===== src/design/pts_pkg.sv =====
`timescale 1ns / 1ps
// ----------------------------------------------------------------------------
// pts_pkg
// Shared types, sizes and codes of the priority task selector.
// ----------------------------------------------------------------------------
package pts_pkg;

    localparam int MAX_TASKS  = 16;
    localparam int NAME_BYTES = 8;

    localparam int IDX_W = $clog2(MAX_TASKS);
    localparam int CNT_W = $clog2(MAX_TASKS + 1);

    // keep only the top NAME_BYTES bytes of a key
    localparam logic [63:0] NAME_MASK = ~64'd0 << (8 * (8 - NAME_BYTES));

    localparam logic OP_ADD  = 1'b0;
    localparam logic OP_PICK = 1'b1;

    localparam logic [1:0] ST_ADDED  = 2'd0;
    localparam logic [1:0] ST_FULL   = 2'd1;
    localparam logic [1:0] ST_PICKED = 2'd2;
    localparam logic [1:0] ST_EMPTY  = 2'd3;

    typedef struct packed {
        logic [63:0] name;
        logic [7:0]  prio;
        logic [15:0] burst;
    } slot_t;

    localparam int SLOT_W = $bits(slot_t);

endpackage


===== src/design/priority_task_selector_unit.sv =====
`timescale 1ns / 1ps
// ----------------------------------------------------------------------------
// priority_task_selector_unit
// Non-preemptive priority scheduler: stores tasks and hands out the next one.
// ----------------------------------------------------------------------------
// Usage:
//   Input channel s_*: one transaction is an add (store a task) or a pick
//   (remove the highest-priority task, ties to the smallest name key, then the
//   lowest slot). Result channel m_*: exactly one transaction per input
//   transaction, in order, with status added, full, picked or empty.
// Operation:
//   An add writes the task RAM in the cycle it is accepted; its result is
//   presented on the next cycle. A pick walks the task RAM one slot per cycle
//   through its single read port and presents its result once the scan is
//   done and the result register is free or being taken.
//   One item is in progress at a time, so no new transaction is taken during
//   a pick, nor while an untaken result still holds the result register.
// Reset:
//   aresetn (synchronous, active low) clears all slot valid bits, the running
//   time and the result valid flag at once; no RAM sweep is needed.
// Stall:
//   The result register holds while m_ready is low; s_ready only rises when
//   the result register is free or being taken in the same cycle.
// ----------------------------------------------------------------------------
module priority_task_selector_unit (
    input  logic        aclk,
    input  logic        aresetn,
    input  logic        s_valid,
    output logic        s_ready,
    input  logic        s_operation,
    input  logic [63:0] s_name_key,
    input  logic [7:0]  s_task_priority,
    input  logic [15:0] s_burst_length,
    output logic        m_valid,
    input  logic        m_ready,
    output logic [1:0]  m_status,
    output logic [63:0] m_picked_name,
    output logic [7:0]  m_picked_priority,
    output logic [15:0] m_picked_burst,
    output logic [31:0] m_elapsed_time
);

    localparam logic [1:0] S_IDLE = 2'd0;
    localparam logic [1:0] S_SCAN = 2'd1;
    localparam logic [1:0] S_DONE = 2'd2;

    // control state
    logic [1:0]                    state_reg, state_next;
    logic [pts_pkg::CNT_W-1:0]     cnt_reg, cnt_next;
    logic                          pend_reg, pend_next;
    logic [pts_pkg::IDX_W-1:0]     pend_idx_reg, pend_idx_next;
    logic                          found_reg, found_next;
    logic [pts_pkg::MAX_TASKS-1:0] valid_reg, valid_next;
    logic [31:0]                   time_reg, time_next;
    logic                          m_valid_reg, m_valid_next;

    // payload state
    pts_pkg::slot_t                best_reg, best_next;
    logic [pts_pkg::IDX_W-1:0]     best_idx_reg, best_idx_next;
    logic [1:0]                    status_reg, status_next;
    pts_pkg::slot_t                out_reg, out_next;
    logic [31:0]                   elapsed_reg, elapsed_next;

    // RAM ports
    logic                          wr_en;
    pts_pkg::slot_t                wr_slot;
    logic [pts_pkg::SLOT_W-1:0]    rd_data;
    pts_pkg::slot_t                cand;

    logic                          free_found;
    logic [pts_pkg::IDX_W-1:0]     free_idx;
    logic                          take;
    logic [31:0]                   time_sum;
    logic                          out_free;

    // Task store: one entry per slot. Read data is used only during a scan and
    // writes happen only on an accepted add, so the two never overlap.
    pts_ram #(
        .WIDTH (pts_pkg::SLOT_W),
        .DEPTH (pts_pkg::MAX_TASKS)
    ) u_slots (
        .aclk    (aclk),
        .wr_en   (wr_en),
        .wr_addr (free_idx),
        .wr_data (wr_slot),
        .rd_addr (cnt_reg[pts_pkg::IDX_W-1:0]),
        .rd_data (rd_data)
    );

    assign wr_slot.name  = s_name_key & pts_pkg::NAME_MASK;
    assign wr_slot.prio  = s_task_priority;
    assign wr_slot.burst = s_burst_length;

    assign cand = pts_pkg::slot_t'(rd_data);

    // Lowest-numbered free slot: walk downwards so the lowest hit wins.
    always_comb begin
        free_found = 1'b0;
        free_idx   = '0;
        for (int i = pts_pkg::MAX_TASKS - 1; i >= 0; i--) begin
            if (!valid_reg[i]) begin
                free_found = 1'b1;
                free_idx   = pts_pkg::IDX_W'(i);
            end
        end
    end

    // Candidate replaces the best so far only when it strictly ranks above,
    // which keeps the lowest slot on a full tie.
    assign take = pend_reg && (!found_reg ||
                  (cand.prio > best_reg.prio) ||
                  ((cand.prio == best_reg.prio) && (cand.name < best_reg.name)));

    assign time_sum = time_reg + 32'(best_reg.burst);
    assign out_free = !m_valid_reg || m_ready;
    assign s_ready  = (state_reg == S_IDLE) && out_free;

    always_comb begin
        state_next    = state_reg;
        cnt_next      = cnt_reg;
        pend_next     = pend_reg;
        pend_idx_next = pend_idx_reg;
        found_next    = found_reg;
        valid_next    = valid_reg;
        time_next     = time_reg;
        m_valid_next  = m_valid_reg;
        best_next     = best_reg;
        best_idx_next = best_idx_reg;
        status_next   = status_reg;
        out_next      = out_reg;
        elapsed_next  = elapsed_reg;
        wr_en         = 1'b0;

        // drop the result once it has been taken
        if (m_valid_reg && m_ready) begin
            m_valid_next = 1'b0;
        end

        case (state_reg)
            S_IDLE: begin
                if (s_valid && s_ready) begin
                    if (s_operation == pts_pkg::OP_ADD) begin
                        m_valid_next = 1'b1;
                        out_next     = '0;
                        elapsed_next = time_reg;
                        if (free_found) begin
                            wr_en                = 1'b1;
                            valid_next[free_idx] = 1'b1;
                            status_next          = pts_pkg::ST_ADDED;
                        end else begin
                            status_next = pts_pkg::ST_FULL;
                        end
                    end else begin
                        state_next = S_SCAN;
                        cnt_next   = '0;
                        pend_next  = 1'b0;
                        found_next = 1'b0;
                    end
                end
            end
            S_SCAN: begin
                if (take) begin
                    best_next     = cand;
                    best_idx_next = pend_idx_reg;
                    found_next    = 1'b1;
                end
                if (cnt_reg == pts_pkg::CNT_W'(pts_pkg::MAX_TASKS)) begin
                    pend_next  = 1'b0;
                    state_next = S_DONE;
                end else begin
                    // the read issued now returns next cycle; tag it
                    pend_next     = valid_reg[cnt_reg[pts_pkg::IDX_W-1:0]];
                    pend_idx_next = cnt_reg[pts_pkg::IDX_W-1:0];
                    cnt_next      = cnt_reg + 1'b1;
                end
            end
            S_DONE: begin
                // hold until the result register can take the transaction
                if (out_free) begin
                    m_valid_next = 1'b1;
                    state_next   = S_IDLE;
                    if (found_reg) begin
                        status_next              = pts_pkg::ST_PICKED;
                        out_next                 = best_reg;
                        elapsed_next             = time_sum;
                        time_next                = time_sum;
                        valid_next[best_idx_reg] = 1'b0;
                    end else begin
                        status_next  = pts_pkg::ST_EMPTY;
                        out_next     = '0;
                        elapsed_next = time_reg;
                    end
                end
            end
            default: begin
                state_next = S_IDLE;
            end
        endcase
    end

    always_ff @(posedge aclk) begin
        if (!aresetn) begin
            state_reg   <= S_IDLE;
            cnt_reg     <= '0;
            pend_reg    <= 1'b0;
            found_reg   <= 1'b0;
            valid_reg   <= '0;
            time_reg    <= '0;
            m_valid_reg <= 1'b0;
        end else begin
            state_reg   <= state_next;
            cnt_reg     <= cnt_next;
            pend_reg    <= pend_next;
            found_reg   <= found_next;
            valid_reg   <= valid_next;
            time_reg    <= time_next;
            m_valid_reg <= m_valid_next;
        end
    end

    always_ff @(posedge aclk) begin
        pend_idx_reg <= pend_idx_next;
        best_reg     <= best_next;
        best_idx_reg <= best_idx_next;
        status_reg   <= status_next;
        out_reg      <= out_next;
        elapsed_reg  <= elapsed_next;
    end

    assign m_valid           = m_valid_reg;
    assign m_status          = status_reg;
    assign m_picked_name     = out_reg.name;
    assign m_picked_priority = out_reg.prio;
    assign m_picked_burst    = out_reg.burst;
    assign m_elapsed_time    = elapsed_reg;

endmodule


===== src/design/pts_ram.sv =====
`timescale 1ns / 1ps
// ----------------------------------------------------------------------------
// pts_ram
// Generic single-write, single-read RAM with a registered read port.
// ----------------------------------------------------------------------------
module pts_ram #(
    parameter int WIDTH = 8,
    parameter int DEPTH = 16
) (
    input  logic                     aclk,
    input  logic                     wr_en,
    input  logic [$clog2(DEPTH)-1:0] wr_addr,
    input  logic [WIDTH-1:0]         wr_data,
    input  logic [$clog2(DEPTH)-1:0] rd_addr,
    output logic [WIDTH-1:0]         rd_data
);

    logic [WIDTH-1:0] mem [DEPTH];

    always_ff @(posedge aclk) begin
        if (wr_en) begin
            mem[wr_addr] <= wr_data;
        end
        rd_data <= mem[rd_addr];
    end

endmodule


===== config.mk =====
export PLATFORM = sky130hd
export DESIGN_NAME = priority_task_selector_unit
export DESIGN_NICKNAME = d
export VERILOG_FILES = /design/src/design/pts_pkg.sv /design/src/design/priority_task_selector_unit.sv /design/src/design/pts_ram.sv
export SDC_FILE = /design/constraint.sdc
export NUM_CORES = 2
export LEC_CHECK = 0
export ABC_AREA = 1
export BUFFER_PORTS_ARGS = -buffer_cell sky130_fd_sc_hd__buf_2
export CAP_MARGIN = 25
export CORE_MARGIN = 1.5
export CORE_UTILIZATION = 55
export DETAILED_ROUTE_END_ITERATION = 7
export PLACE_DENSITY_LB_ADDON = 0.25
export SLEW_MARGIN = 20
export SYNTH_ARGS = -nofsm -noshare
export SYNTH_HDL_FRONTEND = slang
export SYNTH_SLANG_ARGS = --single-unit

===== constraint.sdc =====
create_clock -name aclk -period 16.18 [get_ports aclk]
set_input_delay 0 -clock aclk [delete_from_list [all_inputs] [get_ports aclk]]
set_output_delay 0 -clock aclk [all_outputs]
set_load 0.005 [all_outputs]

Word-level counts from Yosys, hierarchy flattened

Memory sizes are Yosys's and may differ from the RTL's. A register that Yosys moved wholly into a read port is not among the register bits.
Cells that the tools add are included.

Magnitude comparators: 7
Eq/ne operators: 13
Bitwise gates (word level): 4
Reduce and logical (&&, ||, !) cells: 24
Muxes and demuxes: 86
$add $sub $neg: 2

Operators by type and width:

| cell                                                                                | count |
|---|---|
| 88-bit two-way mux                                                                  | 4 |
| 88-bit case mux with 2 select lines                                                 | 1 |
| 32-bit two-way mux                                                                  | 4 |
| 16-bit two-way mux                                                                  | 5 |
| 64-bit < comparator                                                                 | 1 |
| 4-bit two-way mux                                                                   | 16 |
| 32-bit case mux with 2 select lines                                                 | 1 |
| 1-bit two-way mux                                                                   | 35 |
| 32-bit by 16-bit adder with 32-bit output                                           | 1 |
| 16-bit case mux with 2 select lines                                                 | 1 |
| 16-bit bitwise AND                                                                  | 1 |
| 2-bit inequality test, second input constant                                        | 8 |
| 16-bit inverter                                                                     | 1 |
| 16-bit bitwise OR                                                                   | 1 |
| 4-bit AND reduction                                                                 | 4 |
| 4-bit by 5-bit < comparator with 1-bit output, second input constant                | 3 |
| 5-bit two-way mux                                                                   | 3 |
| 2-bit two-way mux                                                                   | 7 |
| 5-bit case mux with 2 select lines                                                  | 1 |
| 1-bit demux with 4-bit select                                                       | 2 |
| 8-bit equality test                                                                 | 1 |
| 4-bit by 1-bit greater-or-equal comparator with 1-bit output, second input constant | 2 |
| 8-bit greater-than comparator                                                       | 1 |
| 1-bit logical AND                                                                   | 7 |
| 17 further kinds                                                                    | 25 |

Bits in registers: 276
Memory bits (writable): 1408
Logic and storage cells: 154
Memories kept: 1
Input port bits: 93

Memories:

| name        | depth | width | rd ports | clocked after memory_dff | write ports | line          | source |
|---|---|---|---|---|---|---|---|
| u_slots.mem | 16    | 88    | 1        | 1                        | 1           | pts_ram.sv:18 | `logic [WIDTH-1:0] mem [DEPTH];` |

Logic depth before layout (Yosys ltp)

Word-level depth: 25
Depth in mapped cells: 20
Gate-level depth less buffers: 20

Hierarchy

Synthesis repeated with hierarchy kept, for this count alone.

Cell total of the unflattened synthesis: 7155
Area, all modules: 75214.6 um^2

By module, submodules not included:

| module                      | times used | cells each | area each (um^2) |
|---|---|---|---|
| pts_ram                     | 1          | 5778       | 61704.2 |
| priority_task_selector_unit | 1          | 1377       | 13510.5 |

Worst setup path after synthesis

Ideal clock, no wire load.

Kind: reg2reg
From: reg valid_reg[15] (netlist name)
To: mem u_slots.mem[0][0] (netlist name), enable pin
Stages on the path, launching flop included: 19
Path buffers: 0
Data arrival time: 9.634 ns
Setup slack: 5.795 ns
Cells stage by stage: dfxtp_1 inv_1 nand2_1 nand2_1 nand2_1 nand2_1 nand2_1 nand2_1 nand2_1 nand2_1 nand2_1 nand2_1 nand2_1 nand2_2 nand2_2 nand2_2 nand2_1 inv_2 nor4_1

Longest elaborated chain between the ends: 22
Elaborated cells on any way between the ends: 38
Those cells by class: mux (38)

RTL lines:

| what                                    | line                               | source |
|---|---|---|
| start, declared                         | priority_task_selector_unit.sv:53  | `logic [pts_pkg::MAX_TASKS-1:0] valid_reg, valid_next;` |
| start signal, assigned                  | priority_task_selector_unit.sv:215 | `valid_reg <= valid_next;` |
| 1-bit two-way mux (16 in a row)         | priority_task_selector_unit.sv:101 | `if (!valid_reg[i]) begin` |
| 1-bit two-way mux                       | priority_task_selector_unit.sv:146 | `if (free_found) begin` |
| 1-bit two-way mux                       | priority_task_selector_unit.sv:142 | `if (s_operation == pts_pkg::OP_ADD) begin` |
| 1-bit two-way mux                       | priority_task_selector_unit.sv:141 | `if (s_valid && s_ready) begin` |
| 1-bit two-way mux                       | priority_task_selector_unit.sv:139 | `case (state_reg)` |
| 1-bit two-way mux                       | pts_ram.sv:21                      | `if (wr_en) begin` |
| 1-bit two-way mux (not written as such) | pts_ram.sv:22                      | `mem[wr_addr] <= wr_data;` |
| end, declared                           | pts_ram.sv:18                      |  |

Several ways; a longest one is shown, not always the timed one.

Final worst setup path

From: reg best_reg[23] (netlist name)
To: reg best_reg[21] (netlist name), enable pin

Longest elaborated chain between the ends: 5
Elaborated cells on any way between the ends: 7
Those cells by class: order compare (1); eq/ne (1); reduce/logical (5)

RTL lines:

| what                                                                 | line                                                                   | source |
|---|---|---|
| start, declared                                                      | priority_task_selector_unit.sv:58                                      | `pts_pkg::slot_t best_reg, best_next;` |
| start signal, assigned                                               | priority_task_selector_unit.sv:223                                     | `best_reg <= best_next;` |
| 8-bit greater-than comparator or 8-bit equality test (tied branches) | priority_task_selector_unit.sv:111, priority_task_selector_unit.sv:112 |  |
| 1-bit logical OR or 1-bit logical AND (tied branches)                | priority_task_selector_unit.sv:110, priority_task_selector_unit.sv:112 |  |
| 1-bit logical OR (*)                                                 | priority_task_selector_unit.sv:111                                     | `(cand.prio > best_reg.prio) \|\|` |
| 1-bit logical AND (*)                                                | priority_task_selector_unit.sv:110                                     | `assign take = pend_reg && (!found_reg \|\|` |
| 2-bit AND reduction (no line) (*)                                    | -                                                                      |  |

Mark *: on every way between the ends. The rest lies on a longest branch, timed or not.
A chain may end at the register's enable or synchronous reset.

==> reports/qor.txt <==
Worst Hold Class - primary input to register
RSZ-0062 raised after global routing - false
Clk_lat worst skew - 0.81 ns
CP Capture Point - best_reg[21]
Most common cell on crit path - nand2_1
Std-Cell Rows - 129
Final Hold Violating Endpoints - 0
Final net count - 5754
Post-Syn Area - 0.0687 mm2
Peak Freq - 0.214 GHz
CP peak stage delay - 0.76 ns
Worst r2r path cells - 15
Drt first-iter violations - 5136
CTS Buf Count - 174
Clock transition at the registers of the reported paths - 0.06 ns
CP Buf/Inv Count - 4
H-Tree Depth - 4
Final Max Slew Viols - 0
FF-to-FF End - best_reg[21]
Max_cap viols - 0
Register bit total from synthesis - 1772
First-pass GRT wire length - 253 mm
Post-synth top area cell - edfxtp_1
Mapped Nets - 5494
Critical path data required time - 16.60 ns
Mean area per synthesized cell - 12.9 um2
Gpl congestion - 0.847
Die area - 0.127 mm2
Synthesized instance count - 5311
WL/cell - 22.8 um
Clk_skew - 0.0252 ns
Pin count of the biggest net entering global routing - 228
Final-report setup violation count - 0
Maximum VDD drop - 0.155 mV
Crit path from - best_reg[23]
Post-DP HPWL - 88.1 mm
Total GRT Usage - 26.3%
I/O Pins - 217
Crit. End Element - register
PortBufs - 216
Arr. time, crit path - 5.09 ns
CTS sink count - 1772
Startpoint types - register
Status - finished with violations
CTS resizes - 0
Most common cell in the synthesized netlist - edfxtp_1
Gr ovfl total - 0
Final Util - 63.3%
Yosys cell types - 47
Worst reg2reg setup slack - 11.51 ns
Async SR Flop Fraction - 0%
Post-Place Cell Area - 0.0714 mm2
Antenna Nets Post-Route - 0
Pre-CTS setup slack - 11.25 ns
Synth warn - 0
Critical-path cell list - inv_1 > ha_1 > nand2_1 > nor4_1 > buf_4 > nand3b_1 > a21oi_1 > nand2_1 > a21oi_1 > nand2_1 > nand2_1 > nand2_1 > nor2_4 > buf_4 > buf_4
Die X - 356 um
Post-synthesis sequential area ratio - 75.3%
Routed wire length - 168 mm
Area contributors post-synth - edfxtp_1 71%, o21ai_0 5.8%, nor2_1 4.8%
Final WS setup - 11.51 ns
Vias - 43915
Setup TNS Final - 0 ns
Tcrit/Tclk final - 28.8%
Failing checks - design-rule violations
Cell count along the critical path - 15
Remaining DRCs - 36
Die Span Y - 356 um
Initial core utilization - 55.5%
Main synth FF type - edfxtp_1
Worst R2R Start - best_reg[23]
Post-DR vias/cell - 5.96
Maximum buffer depth of the clock tree - 3
Share of post-route cells with drive strength above 1 - 10.6%
Max FFs per register - 1408
Pre-Repair DR Iteration Count - 8
Post-route cell area - 0.0783 mm2
Number of antenna violations at the first check in global routing - 8
Power per cell area - 127 mW/mm2
CORE AREA - 0.124 mm2
Post-synth top cells - 1626 x edfxtp_1, 870 x nor2_1, 793 x o21ai_0
Max-slew headroom - 24.0%
Tot Pwr - 9.98 mW
Crit-path leading delay family - buffers and inverters
Vias in the first global route - 42128
Share of the synthesized area in the top cell type - 71.1%
Area Growth Syn to Fin - 14.0%
Fill cell count - 9100
Post-CTS Setup Bufs - 0
Crit Path Max Fanout - 47
LEAKAGE - 26.9 nW
Pin slew with the least headroom to its limit - 1.14 ns
Root Buffer - clkbuf_16
Critical path type - register to register
TritonCTS clock tree - built
Tmin final - 4.67 ns
CP max stage cell - buf_4
Post-synth EDFFs - 1626
worst min path at each step:
stage                                  start                  end  cells past startpoint
after global routing           s_name_key[2]   u_slots.mem[0][26]                      2
after global placement    s_task_priority[1]   u_slots.mem[4][17]                      1
after detailed placement      s_name_key[30]   u_slots.mem[0][54]                      1
after CTS                 s_task_priority[4]  u_slots.mem[10][20]                      2
final                     s_task_priority[4]  u_slots.mem[14][20]                      2
after floorplan            s_burst_length[0]    u_slots.mem[0][0]                      0
layer usage:
layer  global-route usage (%)  vias to the layer above  wire length [um]
met5                        0                        -                57
met4                     8.63                       10              4710
met3                     4.32                      341             13200
met2                     42.3                     1909             80300
met1                     36.9                    21710             69600
li1                         -                    19945                 -
cell type report:
| class | instances | area (um2) | share of cell area (%) |
|---|---|---|---|
| sequential | 1772 | 51800 | 66.1 |
| multi-input combinational | 3023 | 15100 | 19.3 |
| clock buffer | 231 | 4830 | 6.17 |
| timing repair buffer | 388 | 2760 | 3.52 |
| tap | 1637 | 2050 | 2.61 |
| clock inverter | 98 | 967 | 1.23 |
| inverter | 212 | 823 | 1.05 |
| antenna | 7 | 17.5 | 0.0224 |
what timing repair did:
action,in CTS,in global routing
hold endpoints to repair,1450,0
setup endpoints to repair,0,0
hold buffers,95,0
cell families after synthesis:
group                      count (synthesis)  share of synthesized area, %
and+or+nand+nor                         1601                          9.45
DFF                                     1772                          75.3
adders and majority gates                 90                          1.65
AOI/OAI and AO/OA                       1308                          10.4
xor gates and xnor gates                  24                         0.306
buffers and inverters                    516                          2.87
power by group:
group          leakage, nW  switching [mW]  total, mW  internal (mW)
Combinational         8.15           0.531      0.771          0.240
Sequential            15.9          0.0505       5.15           5.10
Clock                 2.84            1.70       4.06           2.36
cell usage in the layout, fill, tap and decap left out, drive strengths merged, types with 95 or more instances in the layout:
cell,netlist,layout
inv,210,217
buf,52,293
nand2,536,536
clkbuf,252,231
nor2,876,876
o22ai,353,353
edfxtp,1626,1626
o21ai,800,800
nand4,115,115
dlygate4sd3,0,95
dfxtp,146,146
a21oi,110,110
per-stage QoR:
stage,hold WS (ns),std cells
floorplan,0.0989,5311
global placement,0.372,6930
detailed placement,0.382,6933
CTS,0.0632,7357
global route,0.116,7363
finish,0.128,7368
worst register-to-register path: cells and delay by family (launching register included):
| kind | cells | cell delay, ns |
|---|---|---|
| buffers and inverters | 4 | 1.69 |
| adders and majority gates | 1 | 0.29 |
| AOI/OAI and AO/OA | 2 | 0.42 |
| DFF | 1 | 0.32 |
| and+or+nand+nor | 8 | 1.51 |
Power figures use the tool's default switching activity.
